<file path="config.mk">
export PLATFORM = sky130hd
export DESIGN_NAME = polygon_halfplane_clip_top_flat
export DESIGN_NICKNAME = d
export VERILOG_FILES = /design/src/hw/rtl/phc_pkg.sv /design/src/hw/rtl/phc_stream_if.sv /design/src/hw/rtl/polygon_halfplane_clip_top.sv /design/src/hw/rtl/phc_frac_div.sv /design/src/flat_wrapper.sv
export SDC_FILE = /design/constraint.sdc
export NUM_CORES = 2
export LEC_CHECK = 0
export ABC_AREA = 1
export BUFFER_PORTS_ARGS = -buffer_cell sky130_fd_sc_hd__buf_4
export CAP_MARGIN = 40
export CORE_ASPECT_RATIO = 1.75
export CORE_UTILIZATION = 35
export DETAILED_ROUTE_END_ITERATION = 10
export PLACE_DENSITY = 0.58
export SLEW_MARGIN = 20
export SYNTH_ARGS = -nofsm -noshare
export SYNTH_HDL_FRONTEND = slang
export SYNTH_SLANG_ARGS = --single-unit
</file>
<file path="constraint.sdc">
create_clock -name clk -period 9 [get_ports clk]
set_input_delay 0.9 -clock clk [delete_from_list [all_inputs] [get_ports clk]]
set_output_delay 0.9 -clock clk [all_outputs]
set_load 0.1 [all_outputs]
</file>
<file path="src/hw/rtl/phc_pkg.sv">
// Package for the half-plane polygon clipper: field widths, register
// indexes, the count limit and the normal clamp. No dependencies.
`timescale 1ns / 1ps

package phc_pkg;

  localparam int FRAC_BITS    = 16;
  localparam int COORD_W      = 32;
  localparam int NORM_W       = 18;
  localparam int OFFSET_W     = 32;
  localparam int DIST_W       = 50;
  localparam int DEN_W        = DIST_W + 1;
  localparam int MUL_A_W      = COORD_W + 2;
  localparam int MUL_B_W      = NORM_W;
  localparam int PROD_W       = MUL_A_W + MUL_B_W;
  localparam int COUNT_W      = 12;
  localparam int MAX_VERTICES = 1024;
  localparam int COUNT_CAP    = ((2 * MAX_VERTICES) > 4095) ? 4095 : (2 * MAX_VERTICES);
  localparam int DIV_CNT_W    = $clog2(FRAC_BITS);
  localparam int CFG_IDX_W    = 2;
  localparam int CFG_DATA_W   = 32;

  localparam logic [CFG_IDX_W-1:0] REG_NORMAL_X     = 2'd0;
  localparam logic [CFG_IDX_W-1:0] REG_NORMAL_Y     = 2'd1;
  localparam logic [CFG_IDX_W-1:0] REG_PLANE_OFFSET = 2'd2;

  typedef logic signed [COORD_W-1:0] coord_t;
  typedef logic signed [NORM_W-1:0]  norm_t;
  typedef logic signed [DIST_W-1:0]  dist_t;
  typedef logic [DIST_W-1:0]         mag_t;
  typedef logic [DEN_W-1:0]          den_t;
  typedef logic [FRAC_BITS-1:0]      frac_t;
  typedef logic [COUNT_W-1:0]        count_t;

  localparam norm_t NORM_ONE     = norm_t'(1 << FRAC_BITS);
  localparam norm_t NORM_NEG_ONE = norm_t'(-(1 << FRAC_BITS));

  function automatic norm_t clamp_normal(input norm_t v);
    norm_t r;
    if (v > NORM_ONE) begin
      r = NORM_ONE;
    end else if (v < NORM_NEG_ONE) begin
      r = NORM_NEG_ONE;
    end else begin
      r = v;
    end
    return r;
  endfunction

endpackage

</file>
<file path="src/hw/rtl/phc_stream_if.sv">
// Valid/ready stream interfaces for the clipper: vertex beats in, point
// beats out. Depends on phc_pkg.
`timescale 1ns / 1ps

interface phc_vertex_if import phc_pkg::*; ();
  logic   valid;
  logic   ready;
  coord_t vertex_x;
  coord_t vertex_y;
  logic   last_vertex;

  modport source (output valid, output vertex_x, output vertex_y, output last_vertex,
                  input ready);
  modport sink (input valid, input vertex_x, input vertex_y, input last_vertex,
                output ready);
endinterface

interface phc_point_if import phc_pkg::*; ();
  logic   valid;
  logic   ready;
  coord_t point_x;
  coord_t point_y;
  logic   point_valid;
  logic   is_crossing;
  logic   last_result;
  count_t vertex_count;

  modport source (output valid, output point_x, output point_y, output point_valid,
                  output is_crossing, output last_result, output vertex_count,
                  input ready);
  modport sink (input valid, input point_x, input point_y, input point_valid,
                input is_crossing, input last_result, input vertex_count,
                output ready);
endinterface

</file>
<file path="src/hw/rtl/polygon_halfplane_clip_top.sv">
// Half-plane polygon clipper, one clipping stage: sequencer, shared multiplier
// and result register. Depends on phc_pkg, phc_stream_if and phc_frac_div.
//
// Vertices arrive as beats on the vertex channel, one polygon after another,
// the final vertex marked by last_vertex. Each vertex gives zero to four point
// beats: the start of each edge if it lies strictly inside, then the crossing
// point when the edge ends lie strictly on opposite sides. The closing edge is
// handled with the final vertex; the last beat of a polygon carries
// last_result and the vertex count, and an empty final vertex gives one end
// beat with point_valid low.
// The block takes one vertex at a time and is not ready while it works on it.
// A vertex takes longer for each inside vertex it emits and longer still for each
// crossing; the serial divider that forms the crossing fraction and the
// single shared multiplier set that time.
// Results sit in one output register, so the next result waits while the
// receiver stalls, and the sequencer holds until that register is free.
// Synchronous reset clears the polygon state and loads the default plane
// (normal pointing along y, zero offset). Registers on the configuration port are
// to be written by the user only while the block is idle; the block does not enforce it.
`timescale 1ns / 1ps

module polygon_halfplane_clip_top import phc_pkg::*; (
  input  logic                  clk,
  input  logic                  rst,
  phc_vertex_if.sink            vertex,
  phc_point_if.source           point,
  input  logic                  cfg_write,
  input  logic [CFG_IDX_W-1:0]  cfg_index,
  input  logic [CFG_DATA_W-1:0] cfg_data
);

  localparam logic [3:0] S_IDLE   = 4'd0;
  localparam logic [3:0] S_MULX   = 4'd1;
  localparam logic [3:0] S_MULY   = 4'd2;
  localparam logic [3:0] S_DIST   = 4'd3;
  localparam logic [3:0] S_MASK   = 4'd4;
  localparam logic [3:0] S_STEP   = 4'd5;
  localparam logic [3:0] S_DIV    = 4'd6;
  localparam logic [3:0] S_MULCX  = 4'd7;
  localparam logic [3:0] S_MULCY  = 4'd8;
  localparam logic [3:0] S_ADDY   = 4'd9;
  localparam logic [3:0] S_EMIT   = 4'd10;
  localparam logic [3:0] S_FINISH = 4'd11;

  logic [3:0] state;
  logic [1:0] step;
  logic [3:0] mask;

  norm_t  normal_x;
  norm_t  normal_y;
  coord_t plane_offset;

  coord_t cur_x;
  coord_t cur_y;
  logic   cur_last;
  dist_t  cur_d;
  coord_t first_x;
  coord_t first_y;
  dist_t  first_d;
  coord_t previous_x;
  coord_t previous_y;
  dist_t  previous_d;
  logic   have_first;
  count_t emitted_count;
  count_t count_next;

  logic signed [MUL_A_W-1:0] mul_a;
  logic signed [MUL_B_W-1:0] mul_b;
  logic signed [PROD_W-1:0]  prod;
  dist_t                     acc;

  coord_t px;
  coord_t py;
  logic   em_cross;

  coord_t ax;
  coord_t ay;
  coord_t bx;
  coord_t by;
  dist_t  da;
  dist_t  db;
  mag_t   ma;
  mag_t   mb;
  den_t   den;
  dist_t  first_d_eff;
  logic   more_after;

  logic  div_start;
  logic  div_done;
  frac_t div_quot;

  logic   out_valid;
  coord_t out_x;
  coord_t out_y;
  logic   out_pv;
  logic   out_cross;
  logic   out_last;
  count_t out_count;
  logic   slot_free;
  logic   out_load;

  assign vertex.ready       = (state == S_IDLE);
  assign point.valid        = out_valid;
  assign point.point_x      = out_x;
  assign point.point_y      = out_y;
  assign point.point_valid  = out_pv;
  assign point.is_crossing  = out_cross;
  assign point.last_result  = out_last;
  assign point.vertex_count = out_count;

  assign slot_free = !out_valid || point.ready;
  assign out_load  = slot_free &&
                     ((state == S_EMIT) || ((state == S_FINISH) && cur_last && (mask == '0)));

  function automatic logic opposite(input dist_t p, input dist_t q);
    logic p_neg;
    logic q_neg;
    logic p_pos;
    logic q_pos;
    p_neg = p[DIST_W-1];
    q_neg = q[DIST_W-1];
    p_pos = !p_neg && (p != '0);
    q_pos = !q_neg && (q != '0);
    return (p_neg && q_pos) || (p_pos && q_neg);
  endfunction

  function automatic mag_t magnitude(input dist_t v);
    return v[DIST_W-1] ? mag_t'(-v) : mag_t'(v);
  endfunction

  // Edge zero runs from the previous vertex to this one, edge one closes the polygon.
  assign ax = step[1] ? cur_x : previous_x;
  assign ay = step[1] ? cur_y : previous_y;
  assign bx = step[1] ? first_x : cur_x;
  assign by = step[1] ? first_y : cur_y;
  assign da = step[1] ? cur_d : previous_d;
  assign db = step[1] ? first_d : cur_d;
  assign ma = magnitude(da);
  assign mb = magnitude(db);
  assign den = DEN_W'(ma) + DEN_W'(mb);
  assign first_d_eff = have_first ? first_d : cur_d;

  assign count_next = (emitted_count < count_t'(COUNT_CAP)) ? emitted_count + 1'b1
                                                            : emitted_count;

  always_comb begin
    unique case (step)
      2'd0: more_after = mask[3:1] != '0;
      2'd1: more_after = mask[3:2] != '0;
      2'd2: more_after = mask[3];
      2'd3: more_after = 1'b0;
      default: more_after = 1'b0;
    endcase
  end

  always_comb begin
    unique case (state)
      S_MULY: begin
        mul_a = MUL_A_W'(cur_y);
        mul_b = clamp_normal(normal_y);
      end
      S_MULCX: begin
        mul_a = {{2{bx[COORD_W-1]}}, bx} - {{2{ax[COORD_W-1]}}, ax};
        mul_b = signed'({2'b00, div_quot});
      end
      S_MULCY: begin
        mul_a = {{2{by[COORD_W-1]}}, by} - {{2{ay[COORD_W-1]}}, ay};
        mul_b = signed'({2'b00, div_quot});
      end
      default: begin
        mul_a = MUL_A_W'(cur_x);
        mul_b = clamp_normal(normal_x);
      end
    endcase
  end

  assign div_start = (state == S_STEP) && mask[step] && step[0];

  phc_frac_div u_div (
    .clk   (clk),
    .rst   (rst),
    .start (div_start),
    .num   (ma),
    .den   (den),
    .done  (div_done),
    .quot  (div_quot)
  );

  always_ff @(posedge clk) begin
    if (rst) begin
      normal_x     <= '0;
      normal_y     <= NORM_ONE;
      plane_offset <= '0;
    end else if (cfg_write) begin
      unique case (cfg_index)
        REG_NORMAL_X:     normal_x     <= norm_t'(cfg_data[NORM_W-1:0]);
        REG_NORMAL_Y:     normal_y     <= norm_t'(cfg_data[NORM_W-1:0]);
        REG_PLANE_OFFSET: plane_offset <= coord_t'(cfg_data[OFFSET_W-1:0]);
        default: ;
      endcase
    end
  end

  always_ff @(posedge clk) begin
    prod <= mul_a * mul_b;
  end

  always_ff @(posedge clk) begin
    if (rst) begin
      state         <= S_IDLE;
      step          <= '0;
      mask          <= '0;
      have_first    <= 1'b0;
      emitted_count <= '0;
      out_valid     <= 1'b0;
      first_x       <= '0;
      first_y       <= '0;
      first_d       <= '0;
      previous_x    <= '0;
      previous_y    <= '0;
      previous_d    <= '0;
    end else begin
      if (out_load) begin
        out_valid <= 1'b1;
      end else if (out_valid && point.ready) begin
        out_valid <= 1'b0;
      end
      unique case (state)
        S_IDLE: begin
          if (vertex.valid) begin
            cur_x    <= vertex.vertex_x;
            cur_y    <= vertex.vertex_y;
            cur_last <= vertex.last_vertex;
            state    <= S_MULX;
          end
        end
        S_MULX: begin
          state <= S_MULY;
        end
        S_MULY: begin
          acc   <= dist_t'(prod) - dist_t'(signed'({plane_offset, {FRAC_BITS{1'b0}}}));
          state <= S_DIST;
        end
        S_DIST: begin
          cur_d <= acc + dist_t'(prod);
          state <= S_MASK;
        end
        S_MASK: begin
          mask[0] <= have_first && previous_d[DIST_W-1];
          mask[1] <= have_first && opposite(previous_d, cur_d);
          mask[2] <= cur_last && cur_d[DIST_W-1];
          mask[3] <= cur_last && opposite(cur_d, first_d_eff);
          if (!have_first) begin
            first_x <= cur_x;
            first_y <= cur_y;
            first_d <= cur_d;
          end
          step  <= '0;
          state <= S_STEP;
        end
        S_STEP: begin
          if (mask[step]) begin
            if (step[0]) begin
              state <= S_DIV;
            end else begin
              px       <= ax;
              py       <= ay;
              em_cross <= 1'b0;
              state    <= S_EMIT;
            end
          end else if (step == 2'd3) begin
            state <= S_FINISH;
          end else begin
            step <= step + 1'b1;
          end
        end
        S_DIV: begin
          if (div_done) begin
            state <= S_MULCX;
          end
        end
        S_MULCX: begin
          state <= S_MULCY;
        end
        S_MULCY: begin
          px    <= ax + coord_t'(prod[COORD_W+FRAC_BITS-1:FRAC_BITS]);
          state <= S_ADDY;
        end
        S_ADDY: begin
          py       <= ay + coord_t'(prod[COORD_W+FRAC_BITS-1:FRAC_BITS]);
          em_cross <= 1'b1;
          state    <= S_EMIT;
        end
        S_EMIT: begin
          if (slot_free) begin
            out_x         <= px;
            out_y         <= py;
            out_pv        <= 1'b1;
            out_cross     <= em_cross;
            out_last      <= cur_last && !more_after;
            out_count     <= count_next;
            emitted_count <= count_next;
            if (step == 2'd3) begin
              state <= S_FINISH;
            end else begin
              step  <= step + 1'b1;
              state <= S_STEP;
            end
          end
        end
        S_FINISH: begin
          if (!(cur_last && mask == '0) || slot_free) begin
            if (cur_last && mask == '0) begin
              out_x     <= '0;
              out_y     <= '0;
              out_pv    <= 1'b0;
              out_cross <= 1'b0;
              out_last  <= 1'b1;
              out_count <= emitted_count;
            end
            if (cur_last) begin
              have_first    <= 1'b0;
              emitted_count <= '0;
            end else begin
              have_first <= 1'b1;
              previous_x <= cur_x;
              previous_y <= cur_y;
              previous_d <= cur_d;
            end
            state <= S_IDLE;
          end
        end
        default: begin
          state <= S_IDLE;
        end
      endcase
    end
  end

endmodule

</file>
<file path="src/hw/rtl/phc_frac_div.sv">
// Restoring divider, one quotient bit per cycle, giving floor(num * 2^FRAC_BITS / den)
// for num < den. Depends on phc_pkg.
`timescale 1ns / 1ps

module phc_frac_div import phc_pkg::*; (
  input  logic  clk,
  input  logic  rst,
  input  logic  start,
  input  mag_t  num,
  input  den_t  den,
  output logic  done,
  output frac_t quot
);

  logic                 busy;
  logic [DIV_CNT_W-1:0] cnt;
  den_t                 rem;
  den_t                 den_q;
  logic [DEN_W:0]       rem_shift;
  logic                 fits;

  assign rem_shift = {rem, 1'b0};
  assign fits      = rem_shift >= {1'b0, den_q};

  always_ff @(posedge clk) begin
    if (rst) begin
      busy <= 1'b0;
      done <= 1'b0;
      cnt  <= '0;
    end else begin
      done <= 1'b0;
      if (start) begin
        busy <= 1'b1;
        cnt  <= '0;
      end else if (busy) begin
        cnt <= cnt + 1'b1;
        if (cnt == DIV_CNT_W'(FRAC_BITS - 1)) begin
          busy <= 1'b0;
          done <= 1'b1;
        end
      end
    end
  end

  always_ff @(posedge clk) begin
    if (start) begin
      rem   <= {1'b0, num};
      den_q <= den;
      quot  <= '0;
    end else if (busy) begin
      if (fits) begin
        rem  <= DEN_W'(rem_shift - {1'b0, den_q});
        quot <= {quot[FRAC_BITS-2:0], 1'b1};
      end else begin
        rem  <= rem_shift[DEN_W-1:0];
        quot <= {quot[FRAC_BITS-2:0], 1'b0};
      end
    end
  end

endmodule
</file>
<file path="src/flat_wrapper.sv">
// flat-port wrapper written by rule: the top's interface ports become plain ports
module polygon_halfplane_clip_top_flat import phc_pkg::*;
  (clk, rst, cfg_write, cfg_index, cfg_data, vertex_valid, vertex_vertex_x, vertex_vertex_y, vertex_last_vertex, vertex_ready, point_valid, point_point_x, point_point_y, point_point_valid, point_is_crossing, point_last_result, point_vertex_count, point_ready);
  phc_vertex_if vertex_i ();
  phc_point_if point_i ();
  input  logic clk;
  input  logic rst;
  input  logic cfg_write;
  input  logic [CFG_IDX_W-1:0] cfg_index;
  input  logic [CFG_DATA_W-1:0] cfg_data;
  input wire logic [$bits(vertex_i.valid)-1:0] vertex_valid;
  input wire logic [$bits(vertex_i.vertex_x)-1:0] vertex_vertex_x;
  input wire logic [$bits(vertex_i.vertex_y)-1:0] vertex_vertex_y;
  input wire logic [$bits(vertex_i.last_vertex)-1:0] vertex_last_vertex;
  output wire logic [$bits(vertex_i.ready)-1:0] vertex_ready;
  output wire logic [$bits(point_i.valid)-1:0] point_valid;
  output wire logic [$bits(point_i.point_x)-1:0] point_point_x;
  output wire logic [$bits(point_i.point_y)-1:0] point_point_y;
  output wire logic [$bits(point_i.point_valid)-1:0] point_point_valid;
  output wire logic [$bits(point_i.is_crossing)-1:0] point_is_crossing;
  output wire logic [$bits(point_i.last_result)-1:0] point_last_result;
  output wire logic [$bits(point_i.vertex_count)-1:0] point_vertex_count;
  input wire logic [$bits(point_i.ready)-1:0] point_ready;
  assign vertex_i.valid = vertex_valid;
  assign vertex_i.vertex_x = vertex_vertex_x;
  assign vertex_i.vertex_y = vertex_vertex_y;
  assign vertex_i.last_vertex = vertex_last_vertex;
  assign vertex_ready = vertex_i.ready;
  assign point_valid = point_i.valid;
  assign point_point_x = point_i.point_x;
  assign point_point_y = point_i.point_y;
  assign point_point_valid = point_i.point_valid;
  assign point_is_crossing = point_i.is_crossing;
  assign point_last_result = point_i.last_result;
  assign point_vertex_count = point_i.vertex_count;
  assign point_i.ready = point_ready;
  polygon_halfplane_clip_top u_core (.clk(clk), .rst(rst), .vertex(vertex_i), .point(point_i), .cfg_write(cfg_write), .cfg_index(cfg_index), .cfg_data(cfg_data));
endmodule
</file>
==> After elaboration in Yosys (flattened, before gate mapping) <==
Cells that the tools add are included.
Widths: inputs -> output; s select.
{ "classes": {"n_addsub": 13, "muxes": 75, "reduce_logical": 63, "n_eq_ne": 27, "bitwise_logic": 4, "mul": 1, "order_cmp": 7} }
{ "ops": {"columns": ["operator", "n"], "rows": [
  ["$mux 32", 12],
  ["$mux 50", 7],
  ["$pmux 32 s2", 4],
  ["$reduce_bool 50->1", 3],
  ["$pmux 34 s3", 1],
  ["$neg 50->50", 2],
  ["$mux 12", 6],
  ["$mux 18", 4],
  ["$sub 32x32->33", 2],
  ["$add 32x32->32", 2],
  ["$ge 52x51->1", 1],
  ["$add 50x50->51", 1],
  ["$mux 51", 1],
  ["$sub 51x51->51", 1],
  ["$add 50x50->50", 1],
  ["$mul 34x18->50", 1],
  ["$sub 50x48->50", 1],
  ["$pmux 12 s2", 2],
  ["$pmux 4 s12", 1],
  ["$gt 18x18->1 const B", 2],
  ["$lt 18x17->1 const B", 2],
  ["$pmux 18 s2", 1],
  ["$mux 4", 8],
  ["$eq 4x4->1 const B", 5],
  ["other kinds (33)", 119]
]} }
{ "totals": {"inputBits": 104, "register_bits": 803, "output_inout_bits": 81} }

==> Logic depth before layout (Yosys ltp) <==
{ "logic_depth": {"ltp_word": 6, "ltp_mapped": 53, "mapped_depth_nobuf": 45} }

==> Cells and area by module <==
A second synthesis with hierarchy kept.
{ "unflattened": {"hier_cells": 10453, "hier_area_um2": 76459.6} }
{ "modules_own_cells": {"columns": ["module", "instances", "seq_area_each_um2", "cells_per_inst", "area_per_inst_um2"], "rows": [
  ["polygon_halfplane_clip_top", 1, 16686.0, 8886, 66237.3],
  ["phc_frac_div", 1, 3493.4, 1567, 10222.3]
]} }

==> Worst setup path after synthesis <==
OpenSTA, ideal clock, no wires.
{ "synth_timing": {"path_type": "input port to flip-flop", "from": "input port rst", "to": "register u_core.out_cross (netlist: u_core.point.is_crossing) (enable)", "cell_stages": 3, "slack_ps": -500, "t_required_ps": 8289, "setup_ps": 711, "arrival_ps": 8790, "cell_sequence": "clkbuf_1 > clkbuf_1 > nor4_1"} }
{ "synth_between": {"elab_chain_cells": 2} }
{ "synth_lines": {"columns": ["item", "line", "text"], "rows": [
  ["start: declaration", "flat_wrapper.sv:7", "input logic rst;"],
  ["$not 1->1 (no line)", null, null],
  ["$reduce_and 5->1 (no line)", null, null],
  ["end signal: assignment", "polygon_halfplane_clip_top.sv:299", "out_cross <= em_cross;"],
  ["end: declaration", "polygon_halfplane_clip_top.sv:96", "logic out_cross;"]
]} }
Every way passes these cells.
A chain may end at the register's enable or synchronous reset.

==> Final worst setup path <==
{ "layout_timing": {"from": "register u_core.step[1]", "to": "register u_core.prod[49]"} }
{ "layout_between": {"elab_chain_cells": 4, "elab_cells_between_ends": 8} }
{ "layout_lines": {"columns": ["item", "line", "text"], "rows": [
  ["start: declaration", "polygon_halfplane_clip_top.sv:46", "logic [1:0] step;"],
  ["start signal: assignment", "polygon_halfplane_clip_top.sv:274", "step <= step + 1'b1;"],
  ["start signal: assignment", "polygon_halfplane_clip_top.sv:306", "step <= step + 1'b1;"],
  ["$mux 32, on equally long branches", null, null],
  ["$sub 32x32->33, on equally long branches", "polygon_halfplane_clip_top.sv:167, polygon_halfplane_clip_top.sv:163", null],
  ["$pmux 34 s3 *", "polygon_halfplane_clip_top.sv:157", "unique case (state)"],
  ["$mul 34x18->50 *", "polygon_halfplane_clip_top.sv:205", "prod <= mul_a * mul_b;"],
  ["end signal: assignment", "polygon_halfplane_clip_top.sv:205", null],
  ["end: declaration", "polygon_halfplane_clip_top.sv:69", "logic signed [PROD_W-1:0] prod;"]
]} }
Mark *: on every way between the ends. The rest lies on a longest branch, timed or not.

==> metrics.md <==
| Metric | Value |
|---|---|
| Largest stage delay on the critical path | `0.55 ns` |
| Port buffer count | `184` |
| Die Area | `217000 um2` |
| Vias in the first global route | `74300` |
| Clock latency on the worst-skew pair | `0.73 ns` |
| Largest net degree at the start of global routing | `145` |
| DP Area | `85000 um2` |
| Crit Path Class | `reg2reg` |
| CTS tree | `yes` |
| Cells on worst reg2reg path | `41` |
| Syn nets | `11200` |
| RR Endpoint | `u_core.prod[49]` |
| Period utilization | `97.5%` |
| WHS | `0.356 ns` |
| Root buf cell | `clkbuf_16` |
| # placed instances | `13600` |
| IO Pins | `185` |
| Hold crit path type | `in2reg` |
| Internal | `0.0123 W` |
| DP Worst Slack | `-0.426 ns` |
| CTS clock-pin slew for the worst setup and hold paths | `0.07 ns` |
| Hold Startpoint | `vertex_vertex_y[29]` |
| DR iter-0 viols | `4456` |
| FILL cells | `22200` |
| First-pass DRT Iterations | `8` |
| RSZ-0062 raised after global routing | `yes` |
| Initial Util | `35.2%` |
| Sequential power share | `19.9%` |
| Synth-to-Final Area Change | `17.7%` |
| Endpoints failing setup | `0` |
| Gpl congestion | `1.03` |
| Sequential share of the synthesized area | `26.8%` |
| GRT Total Usage | `30.7%` |
| Vias/cell | `5.22` |
| Slew @ Worst Pin | `1.05 ns` |
| Max Slew Vio Count | `0` |
| Final antenna-violating net count | `0` |
| Synth Register Bits | `803` |
| Worst vdd ir | `0.198 mV` |
| CP Capture Type | `flip-flop` |
| Cell area after layout | `88800 um2` |
| Hold endpoint | `u_core.cur_y[29]` |
| Reg2reg setup slack | `0.22 ns` |
| Initial antenna violation count | `24` |
| Worst EP required | `9.64 ns` |
| Fraction of layout cells with a size suffix above 1 | `12.9%` |
| Slew HR | `29.5%` |
| Clk_skew | `0.0509 ns` |
| Ys async rst share | `0%` |
| Cell variety after synth | `70` |
| Core Footprint | `214000 um2` |
| Most numerous cell in the Yosys netlist | `nand2_1` |
| TNS Setup | `0 ns` |
| FMAX | `0.114 GHz` |
| Crit path max-delay cell type | `fa_1` |
| Cell row count | `225` |
| Most used flip-flop cell after synthesis | `edfxtp_1` |
| Clk sinks | `803` |
| Post-synth EDFFs | `410` |
| Total CTS buffers | `84` |
| Logic pwr share | `64.4%` |
| Sw Pwr | `0.0116 W` |
| Clk pwr share | `15.7%` |
| Fin crit period | `8.78 ns` |
| WHS Path Cells | `1` |
| Final HPWL DP | `288 mm` |
| Post-Syn Area | `75400 um2` |
| Crit path launch type | `flip-flop` |
| YS warnings | `0` |
| Final setup margin | `0.224 ns` |
| Clk buf depth | `3` |
| NumNets Final | `12000` |
| Leading post-synthesis cells by cell area | `edfxtp_1 16%, fa_1 15%, dfxtp_1 10%` |
| Share of the synthesized area in the top cell type | `16.3%` |
| Leak pwr | `41.0 nW` |
| Remaining DRCs | `0` |
| PD cells | `270 nW/um2` |
| Worst-path maximum fanout | `29` |
| Post-synth top cells | `1893 x nand2_1, 1777 x inv_1, 1063 x nor2_1` |
| Cell count after synthesis | `10100` |
| Synth Area per Inst | `7.45 um2` |
| Non-Filler Instances | `13800` |
| Drt total wl | `342 mm` |
| DIE HEIGHT | `616 um` |
| Worst EP arrival | `9.41 ns` |
| Synth area leader | `edfxtp_1` |
| Sw Share | `48.5%` |
| Max Cap Viol | `0` |
| Hold Violations, Final | `0` |
| GRT Residual Overflow | `0` |
| Chip Width | `353 um` |
| Wirelength per Cell | `24.8 um` |
| Via count | `71900` |
| First-pass GRT wire length | `483 mm` |
| CTS hold repair buffers | `0` |
| RR Startpoint | `u_core.step[1]` |
| Htree depth | `3` |
| Outcome | `completed` |
==> critical path: cells and delay by family (launching register included) <==
| kind | cells | cell delay (ns) |
|---|---|---|
| AND/OR/NAND/NOR | 11 | 1.17 |
| flip-flops | 1 | 0.38 |
| buffers and inverters | 15 | 1.96 |
| adder cells (fa/ha/maj) | 8 | 3.77 |
| XOR/XNOR | 1 | 0.15 |
| AO/OA/AOI/OAI | 6 | 1.24 |
==> cells in the final DEF (no fill, tap or decap), types with 13 or more instances in the layout <==
| cell type | n |
|---|---|
| nor3_1 | 85 |
| or2_2 | 51 |
| clkbuf_1 | 15 |
| nand3_1 | 415 |
| xor2_1 | 212 |
| xnor2_1 | 118 |
| clkbuf_16 | 93 |
| dfxtp_1 | 391 |
| inv_2 | 48 |
| a21oi_1 | 753 |
| o21ai_0 | 812 |
| buf_4 | 889 |
| inv_1 | 1765 |
| fa_1 | 567 |
| buf_12 | 23 |
| nand3b_1 | 24 |
| nand2_1 | 1880 |
| nand2_2 | 25 |
| o22ai_1 | 31 |
| o21ai_1 | 101 |
| a21o_1 | 56 |
| ha_1 | 429 |
| nand4_1 | 84 |
| o211ai_1 | 28 |
| nor2_1 | 1040 |
| a21oi_2 | 17 |
| nor4_1 | 42 |
| a31oi_1 | 65 |
| o21bai_1 | 39 |
| o21a_1 | 31 |
| clkinv_1 | 13 |
| nor2_4 | 13 |
| nor2_2 | 34 |
| edfxtp_1 | 410 |
| a211oi_1 | 30 |
| o21ai_2 | 56 |
==> per-layer routing <==
layer	share of wire, %	GRT usage, %	wire [um]	up-vias
met1	32	27.4	108000	34500
met5	0.035	0	119	-
met2	52	57.0	176000	2265
li1	-	-	-	34100
met3	3.8	3.56	13100	999
met4	13	32.9	44000	18
==> power groups by stage <==
stage               sequential, W  combinational [W]  clock (W)
finish                    0.00478             0.0154    0.00376
global placement          0.00491             0.0147          0
global route              0.00477             0.0167    0.00394
detailed placement        0.00485             0.0149          0
CTS                       0.00477             0.0150    0.00382
floorplan                 0.00455            0.00803          0
==> timing repair <==
item	4_1_cts	5_1_grt
buffers inserted	0	14
resized for setup	29	140
setup endpoints to repair	24	29
pin swaps	2	17
cloned	0	8
==> cell type report <==
type	instances	area [um2]	share of cell area (%)
clock buffers	109	2330	2.62
diodes	10	25.0	0.0282
repair buffers	957	7820	8.80
inverters	1826	6890	7.76
well taps	2837	3550	4.00
flip-flops and latches	803	20200	22.7
multi-input cells	7187	47500	53.5
clock inverters	47	534	0.602
==> metrics by stage <==
step	utilization [%]	power, W
6_report	41.4	0.0240
5_1_grt	41.4	0.0254
4_1_cts	41.0	0.0236
3_5_place_dp	39.7	0.0198
3_3_place_gp	39.5	0.0196
2_1_floorplan	-	0.0126
==> flip-flops by register name, summed over array words and instances, names as in the netlist, 12 cells and up <==
signal / flops
u_core.emitted_count: 12
u_core.previous_x: 32
u_core.cur_d: 50
u_core.py: 32
u_core.normal_x: 18
u_core.previous_y: 32
u_core.point.vertex_count: 12
u_core.plane_offset: 32
u_core.u_div.quot: 16
u_core.previous_d: 50
u_core.cur_x: 32
u_core.point.point_y: 32
u_core.first_x: 32
u_core.cur_y: 32
u_core.first_y: 32
u_core.prod: 50
u_core.acc: 50
u_core.point.point_x: 32
u_core.px: 32
u_core.first_d: 50
u_core.normal_y: 18
u_core.u_div.rem: 51
u_core.u_div.den_q: 51
==> worst max path at each step <==
stage / startpoint / end / slack (ns) / cells past startpoint
final: u_core.step[1] / u_core.prod[49] / 0.22 / 41
after global routing: u_core.step[1] / u_core.prod[44] / -0.07 / 37
after CTS: u_core.step[1] / u_core.prod[49] / 0.01 / 42
after detailed placement: u_core.step[1] / u_core.prod[49] / -0.43 / 39
after global placement: u_core.step[1] / u_core.prod[49] / -0.37 / 41
after floorplan: u_core.step[1] / u_core.prod[49] / 0.18 / 46
==> cell families (layout without fill, tap and decap cells) <==
family	count (synthesis)	after routing	synth area share, %
compound gates	2103	2103	15.3
xor+xnor	332	332	3.87
simple gates	3738	3738	20.5
flops	803	803	26.8
mux	5	5	0.0664
buf+inv	2134	2939	11.0
fa+ha+maj	1009	1009	22.4
other cells	0	10	0
(Power assumes the default switching activity.)
